`config.mk`:
```
export PLATFORM = sky130hd
export DESIGN_NAME = stable_four_class_priority_queue_top
export DESIGN_NICKNAME = d
export VERILOG_FILES = /design/src/rtl/sfcpq_pkg.sv /design/src/rtl/stable_four_class_priority_queue_top.sv /design/src/rtl/sfcpq_ctrl.sv /design/src/rtl/sfcpq_datapath.sv
export SDC_FILE = /design/constraint.sdc
export NUM_CORES = 1
export LEC_CHECK = 0
export BUFFER_PORTS_ARGS = -buffer_cell sky130_fd_sc_hd__buf_2
export CORE_MARGIN = 2
export CORE_UTILIZATION = 40
export DETAILED_ROUTE_END_ITERATION = 6
export HOLD_SLACK_MARGIN = 0.08
export PLACE_DENSITY_LB_ADDON = 0.12
export RECOVER_POWER = 25
export SETUP_SLACK_MARGIN = 0.15
export SYNTH_ARGS = -nofsm -noshare
export SYNTH_HDL_FRONTEND = slang
export SYNTH_SLANG_ARGS = --single-unit
```
`constraint.sdc`:
```
create_clock -name clk -period 13.2 [get_ports clk]
set_clock_uncertainty 0.05 [all_clocks]
set_input_delay 1.32 -clock clk [delete_from_list [all_inputs] [get_ports clk]]
set_output_delay 1.32 -clock clk [all_outputs]
set_load 0.03 [all_outputs]
```
`src/rtl/sfcpq_pkg.sv`:
```
// Package with the types, codes and constants of the stable four-class priority queue.
package sfcpq_pkg;

	localparam int DEPTH_DEFAULT = 8;
	localparam logic [6:0] AGE_THRESHOLD_RESET = 7'd60;

	localparam logic [1:0] ACT_INSERT = 2'd0;
	localparam logic [1:0] ACT_REMOVE = 2'd1;
	localparam logic [1:0] ACT_PEEK   = 2'd2;

	localparam logic [1:0] STATUS_OK    = 2'd0;
	localparam logic [1:0] STATUS_EMPTY = 2'd1;
	localparam logic [1:0] STATUS_FULL  = 2'd2;

	localparam logic [2:0] OPC_NOP       = 3'd0;
	localparam logic [2:0] OPC_INSERT    = 3'd1;
	localparam logic [2:0] OPC_REMOVE    = 3'd2;
	localparam logic [2:0] OPC_PEEK      = 3'd3;
	localparam logic [2:0] OPC_REJ_FULL  = 3'd4;
	localparam logic [2:0] OPC_REJ_EMPTY = 3'd5;

	typedef struct packed {
		logic [1:0]  action;
		logic [15:0] ident;
		logic [6:0]  age;
		logic        disabled;
	} req_t;

	typedef struct packed {
		logic [1:0]  status;
		logic [15:0] out_ident;
		logic [6:0]  out_age;
		logic        out_disabled;
		logic [2:0]  out_class;
		logic [3:0]  occupancy;
	} rsp_t;

	// The class is stored as class minus one.
	typedef struct packed {
		logic [15:0] ident;
		logic [6:0]  age;
		logic        disabled;
		logic [1:0]  cls;
	} entry_t;

	typedef struct packed {
		logic       load;
		logic [2:0] op;
		logic       cfg_we;
	} cmd_t;

	typedef struct packed {
		logic empty;
		logic full;
	} stat_t;

endpackage

```
`src/rtl/stable_four_class_priority_queue_top.sv`:
```
// Top level of the stable four-class priority queue.
//
//   Channel  Signals                        Carries
//   req      req_valid, req_ready, req      one action beat: insert, remove or peek
//   rsp      rsp_valid, rsp_ready, rsp      one result beat per request beat
//   cfg      cfg_valid, cfg_ready, cfg_data age threshold write, always ready
//
// For a request beat the sorted cells compare and shift in parallel and the result is
// registered at the same edge, and one beat is accepted per cycle while not stalled.
// A new request is taken while the held result is being taken by the consumer.
// When the result register is full and rsp_ready is low, req_ready is low.
// Reset empties the queue and loads the threshold with 60; no clearing pass is needed.
module stable_four_class_priority_queue_top #(
	parameter int DEPTH = sfcpq_pkg::DEPTH_DEFAULT
) (
	input  logic             clk,
	input  logic             arst_n,
	input  logic             req_valid,
	output logic             req_ready,
	input  sfcpq_pkg::req_t  req,
	output logic             rsp_valid,
	input  logic             rsp_ready,
	output sfcpq_pkg::rsp_t  rsp,
	input  logic             cfg_valid,
	output logic             cfg_ready,
	input  logic [6:0]       cfg_data
);

	sfcpq_pkg::cmd_t  cmd;
	sfcpq_pkg::stat_t stat;

	sfcpq_ctrl u_ctrl (
		.clk       (clk),
		.arst_n    (arst_n),
		.req_valid (req_valid),
		.action    (req.action),
		.req_ready (req_ready),
		.rsp_valid (rsp_valid),
		.rsp_ready (rsp_ready),
		.cfg_valid (cfg_valid),
		.cfg_ready (cfg_ready),
		.stat      (stat),
		.cmd       (cmd)
	);

	sfcpq_datapath #(
		.DEPTH (DEPTH)
	) u_datapath (
		.clk      (clk),
		.arst_n   (arst_n),
		.req      (req),
		.cfg_data (cfg_data),
		.cmd      (cmd),
		.stat     (stat),
		.rsp      (rsp)
	);

endmodule

```
`src/rtl/sfcpq_ctrl.sv`:
```
// Controller of the priority queue: result register state and operation decode.
module sfcpq_ctrl (
	input  logic              clk,
	input  logic              arst_n,
	input  logic              req_valid,
	input  logic [1:0]        action,
	output logic              req_ready,
	output logic              rsp_valid,
	input  logic              rsp_ready,
	input  logic              cfg_valid,
	output logic              cfg_ready,
	input  sfcpq_pkg::stat_t  stat,
	output sfcpq_pkg::cmd_t   cmd
);

	localparam logic S_IDLE = 1'b0;
	localparam logic S_HOLD = 1'b1;

	logic state_q;
	logic state_d;
	logic accept;
	logic [2:0] op_dec;

	assign req_ready = (state_q == S_IDLE) || rsp_ready;
	assign accept    = req_valid && req_ready;
	assign rsp_valid = (state_q == S_HOLD);
	assign cfg_ready = 1'b1;

	always_comb begin
		unique case (action)
			sfcpq_pkg::ACT_INSERT: begin
				op_dec = stat.full ? sfcpq_pkg::OPC_REJ_FULL : sfcpq_pkg::OPC_INSERT;
			end
			sfcpq_pkg::ACT_REMOVE: begin
				op_dec = stat.empty ? sfcpq_pkg::OPC_REJ_EMPTY : sfcpq_pkg::OPC_REMOVE;
			end
			sfcpq_pkg::ACT_PEEK: begin
				op_dec = stat.empty ? sfcpq_pkg::OPC_REJ_EMPTY : sfcpq_pkg::OPC_PEEK;
			end
			default: begin
				op_dec = sfcpq_pkg::OPC_NOP;
			end
		endcase
	end

	always_comb begin
		cmd.load   = accept;
		cmd.op     = accept ? op_dec : sfcpq_pkg::OPC_NOP;
		cmd.cfg_we = cfg_valid;
	end

	always_comb begin
		unique case (state_q)
			S_IDLE: begin
				state_d = accept ? S_HOLD : S_IDLE;
			end
			S_HOLD: begin
				if (accept) begin
					state_d = S_HOLD;
				end else if (rsp_ready) begin
					state_d = S_IDLE;
				end else begin
					state_d = S_HOLD;
				end
			end
			default: begin
				state_d = S_IDLE;
			end
		endcase
	end

	always_ff @(posedge clk or negedge arst_n) begin
		if (!arst_n) begin
			state_q <= S_IDLE;
		end else begin
			state_q <= state_d;
		end
	end

endmodule

```
`src/rtl/sfcpq_datapath.sv`:
```
// Datapath of the priority queue: sorted entry cells, count, threshold and result register.
module sfcpq_datapath #(
	parameter int DEPTH = sfcpq_pkg::DEPTH_DEFAULT,
	localparam int CntW = $clog2(DEPTH + 1)
) (
	input  logic              clk,
	input  logic              arst_n,
	input  sfcpq_pkg::req_t   req,
	input  logic [6:0]        cfg_data,
	input  sfcpq_pkg::cmd_t   cmd,
	output sfcpq_pkg::stat_t  stat,
	output sfcpq_pkg::rsp_t   rsp
);

	sfcpq_pkg::entry_t cell_q [DEPTH];
	logic [CntW-1:0]   count_q;
	logic [CntW-1:0]   count_d;
	logic [6:0]        thresh_q;
	sfcpq_pkg::rsp_t   rsp_q;
	sfcpq_pkg::rsp_t   rsp_d;
	sfcpq_pkg::entry_t new_e;
	logic [DEPTH-1:0]  le;
	logic [CntW+3:0]   occ_ext;
	logic              elder;

	assign elder          = req.age > thresh_q;
	assign new_e.ident    = req.ident;
	assign new_e.age      = req.age;
	assign new_e.disabled = req.disabled;
	assign new_e.cls      = {~req.disabled, ~elder};

	// A held entry stays in place when its class is the same or better.
	for (genvar g = 0; g < DEPTH; g++) begin : g_cell
		sfcpq_pkg::entry_t prev_e;
		sfcpq_pkg::entry_t succ_e;
		logic              prev_le;

		assign le[g] = (CntW'(g) < count_q) && (cell_q[g].cls <= new_e.cls);

		if (g == 0) begin : g_first
			assign prev_e  = new_e;
			assign prev_le = 1'b1;
		end else begin : g_rest
			assign prev_e  = cell_q[g-1];
			assign prev_le = le[g-1];
		end

		if (g == DEPTH - 1) begin : g_last
			assign succ_e = cell_q[g];
		end else begin : g_inner
			assign succ_e = cell_q[g+1];
		end

		always_ff @(posedge clk) begin
			unique case (cmd.op)
				sfcpq_pkg::OPC_INSERT: begin
					if (!le[g]) begin
						cell_q[g] <= prev_le ? new_e : prev_e;
					end
				end
				sfcpq_pkg::OPC_REMOVE: begin
					cell_q[g] <= succ_e;
				end
				default: begin
				end
			endcase
		end
	end

	always_comb begin
		unique case (cmd.op)
			sfcpq_pkg::OPC_INSERT: count_d = count_q + CntW'(1);
			sfcpq_pkg::OPC_REMOVE: count_d = count_q - CntW'(1);
			default:               count_d = count_q;
		endcase
	end

	assign occ_ext = (CntW + 4)'(count_d);

	always_comb begin
		rsp_d              = '0;
		rsp_d.status       = sfcpq_pkg::STATUS_OK;
		rsp_d.occupancy    = occ_ext[3:0];
		unique case (cmd.op) inside
			sfcpq_pkg::OPC_REMOVE, sfcpq_pkg::OPC_PEEK: begin
				rsp_d.out_ident    = cell_q[0].ident;
				rsp_d.out_age      = cell_q[0].age;
				rsp_d.out_disabled = cell_q[0].disabled;
				rsp_d.out_class    = {1'b0, cell_q[0].cls} + 3'd1;
			end
			sfcpq_pkg::OPC_REJ_FULL: begin
				rsp_d.status = sfcpq_pkg::STATUS_FULL;
			end
			sfcpq_pkg::OPC_REJ_EMPTY: begin
				rsp_d.status = sfcpq_pkg::STATUS_EMPTY;
			end
			default: begin
			end
		endcase
	end

	always_ff @(posedge clk or negedge arst_n) begin
		if (!arst_n) begin
			count_q  <= '0;
			thresh_q <= sfcpq_pkg::AGE_THRESHOLD_RESET;
		end else begin
			count_q <= count_d;
			if (cmd.cfg_we) begin
				thresh_q <= cfg_data;
			end
		end
	end

	always_ff @(posedge clk) begin
		if (cmd.load) begin
			rsp_q <= rsp_d;
		end
	end

	assign stat.empty = (count_q == '0);
	assign stat.full  = (count_q == CntW'(DEPTH));
	assign rsp        = rsp_q;

endmodule

```
==> flow_summary_export.csv <==
group,metric,value,unit
placement,dp_cells,1497,
hold_path,hold_class,"flop to flop",
clock_tree,cts.reportedPaths.clkPinSlew,0.06,ns
logic_synthesis,syn_inst,1074,
layout,n_antenna_cell,0,
critical_path,crit_required,13.33,ns
floorplan,dieHeight,181.6,um
logic_synthesis,syn_area_per_cell,11.75,um^2
detailed_routing,drcViolationCount,0,
clock_tree,numCtsBuffers,29,
timing,fmax,186.7,MHz
timing,post-route-period-util,40.59,%
logic_synthesis,synth_top_family_by_area,"multiplexers",
timing,setup_tns,0,ns
detailed_routing,num_vias,8120,
detailed_routing,dr.pass1.iters,5,
logic_synthesis,synth_cell_type_count,42,
clock_tree,cts_resized,0,
clock_tree,cts-hold-fix-buffers,0,
grt,grtUsageTotal,18.27,%
clock_tree,worstSkewPairLatency,0.55,ns
logic_synthesis,synth_warnings,0,
floorplan,start_util,40.32,%
clock_tree,clock_sinks,253,
placement,port_buffers,72,
layout,drive_gt1_share,12.28,%
detailed_routing,wl_per_cell,19.49,um
floorplan,ios,74,
detailed_routing,drt_iter0_drc,549,
logic_synthesis,synth_xor_xnor_area_share,0.2775,%
placement,dp_hpwl,17850,um
floorplan,die_w,181.6,um
logic_synthesis,netlist_area,12620,um^2
layout,fin_nets,1192,
logic_synthesis,synth.area.mux_share,13.88,%
logic_synthesis,synth-main-ff-cell,"edfxtp_1",
detailed_routing,ant_nets,0,
grt,grt_pass1_vias,7941,
pwr,vdd_drop_max,0.09012,mV
timing,tightest_slew,2.790,ns
logic_synthesis,yosys.area_share.simple,10.94,%
critical_path,cp-end-kind,"flop",
timing,rsz0062_at_grt,"no",
logic_synthesis,ys_ff_latch,253,
detailed_routing,vias_per_cell,5.239,
critical_path,cp-start-kind,"input pin",
clock_tree,cts_htree_levels,1,
pwr,cellLeakagePower,5.316,nW
pwr,p_per_area,184.3,nW/um^2
clock_tree,cts_tree,"yes",
timing,hold_viol,0,
floorplan,placementRows,65,
clock_tree,post_cts_buffers,0,
job,drv_cap,3,
timing,setup_viol,0,
critical_path,critPathKind,"input pin to flop",
timing,maxSlewViolCount,166,
logic_synthesis,yosysSeqAreaShare,59.75,%
timing,slew-limit-headroom,-86.02,%
detailed_routing,wl,30200,um
outcome,status,"complete, but fails checks",
floorplan,core,31310,um^2
grt,grt_pass1_wl,46710,um
clock_tree,ctsRootBufferMaster,"clkbuf_16",
logic_synthesis,synth_edf_count,241,
logic_synthesis,synthAdderAreaFrac,2.775,%
outcome,violations,"capacitance limit, slew limit",
logic_synthesis,async_flop_share,4.743,%
layout,stdcell_count,1550,
grt,overflow,0,
placement,gp_congestion,0.7160,
clock_tree,ctsLongestPathBuffers,3,
grt,grt_max_degree,248,
critical_path,worst_ep_arrival_time,5.48,ns
timing,min_period,5.357,ns
grt,grt_antenna_before_repair,0,
floorplan,die_area,32990,um^2
critical_path,critical_path.max_fanout,247,
logic_synthesis,synth_compound_area_share,8.425,%
layout,area_growth,12.04,%
logic_synthesis,synth_nets,1140,
## metrics by stage
stage / hold slack (ns) / setup slack (ns) / util, % / instance area [um^2] / power (mW)
finish: 0.4713 / 7.843 / 45.17 / 14140 / 2.607
global route: 0.4928 / 7.261 / 45.17 / 14140 / 2.742
CTS: 0.4737 / 8.676 / 45.41 / 14220 / 2.641
detailed placement: 0.4586 / 8.112 / 42.59 / 13330 / 1.869
global placement: 0.4505 / 8.167 / 42.59 / 13330 / 1.858
floorplan: 0.4276 / 7.263 / - / 12620 / 1.650
## layout by cell type, fill, tap and decap left out, types with 16 or more instances in the layout
cell type  count
nand2_1      248
edfxtp_1     241
mux2i_1      148
o21ai_0       93
o21ai_1       74
clkbuf_1      44
buf_2         36
clkbuf_16     29
ha_1          28
and2_0        25
mux2_2        24
inv_1         20
nor2_1        16
## synthesized netlist by cell type, types with 2 or more instances
| library cell | instances | area (um^2) |
|---|---|---|
| nand3b_1 | 3 | 22.52 |
| buf_6 | 15 | 168.9 |
| a21o_1 | 4 | 30.03 |
| nand2_1 | 249 | 934.7 |
| and2_1 | 27 | 168.9 |
| o21ai_0 | 95 | 475.5 |
| nor2b_1 | 11 | 68.82 |
| mux2i_1 | 148 | 1481 |
| dfstp_2 | 4 | 105.1 |
| o21ai_1 | 74 | 370.4 |
| edfxtp_1 | 241 | 7237 |
| dfrtp_1 | 8 | 200.2 |
| nand3_1 | 3 | 15.01 |
| o22ai_1 | 2 | 12.51 |
| buf_2 | 24 | 120.1 |
| buf_4 | 4 | 30.03 |
| a31oi_1 | 10 | 62.56 |
| clkbuf_1 | 23 | 86.33 |
| xor2_1 | 3 | 26.28 |
| nor2_1 | 20 | 75.07 |
| inv_1 | 20 | 75.07 |
| mux2_2 | 24 | 270.3 |
| or2_2 | 6 | 37.54 |
| nand4_1 | 2 | 12.51 |
| ha_1 | 28 | 350.3 |
| nand2_2 | 2 | 12.51 |
| a21oi_1 | 9 | 45.04 |
## where the power goes
group / internal [mW] / switching (mW)
Combinational: 0.294 / 0.442
Sequential: 1.05 / 0.0599
Clock: 0.438 / 0.327
## routing by layer
metal  vias to the layer above  GRT usage (%)  routed length, um
li1                       3960              -                  -
met1                      3972          27.44              15060
met2                       154          28.32              13390
met3                        34          2.367               1262
met4                         0          3.935                492
met5                         -              0                  0
## kinds of logic after synthesis
family | count (synthesis)
adder cells (fa/ha/maj) | 28
AND/OR/NAND/NOR | 327
AO/OA/AOI/OAI | 202
buffers and inverters | 87
multiplexers | 172
flip-flops | 253
XOR/XNOR | 4
other | 1
## critical path, cell delays in order
cell	delay [ns]
buf_2	0.08
inv_1	0.08
nor3_1	0.44
and3_1	2.12
buf_12	0.63
nor2_1	0.13
nor2_2	0.14
buf_4	0.47
## area by class of cell
| class | count | area, um^2 |
|---|---|---|
| Inverter | 20 | 75.07 |
| Timing Repair Buffer | 88 | 436.7 |
| Fill cell | 2950 | 17170 |
| Clock inverter | 19 | 138.9 |
| Sequential cell | 253 | 7542 |
| Tap cell | 402 | 503.0 |
| Multi-Input combinational cell | 734 | 4703 |
| Clock buffer | 34 | 744.5 |
## registers in the layout, summed over array words and instances, names as in the netlist
register,flops
u_datapath.thresh_q,7
u_ctrl.rsp_valid,1
u_datapath.rsp,33
u_datapath.cell_q,208
u_datapath.count_q,4
## final timing paths
path                                     startpoint                        to  slack (ns)  depth (start not counted)
setup / recovery                          req_valid  u_datapath.cell_q[1][16]        7.84                          8
hold / removal             u_datapath.cell_q[1][96]  u_datapath.cell_q[1][70]        0.47                          2
setup reg to reg              u_datapath.count_q[3]  u_datapath.cell_q[1][16]        8.22                          7
hold reg to reg            u_datapath.cell_q[1][96]  u_datapath.cell_q[1][70]        0.47                          2
max in group asynchronous                    arst_n          u_ctrl.rsp_valid       11.79                          1
min in group asynchronous                    arst_n    u_datapath.thresh_q[6]        0.80                          1
Note: power is estimated with default switching activity, not from simulation.
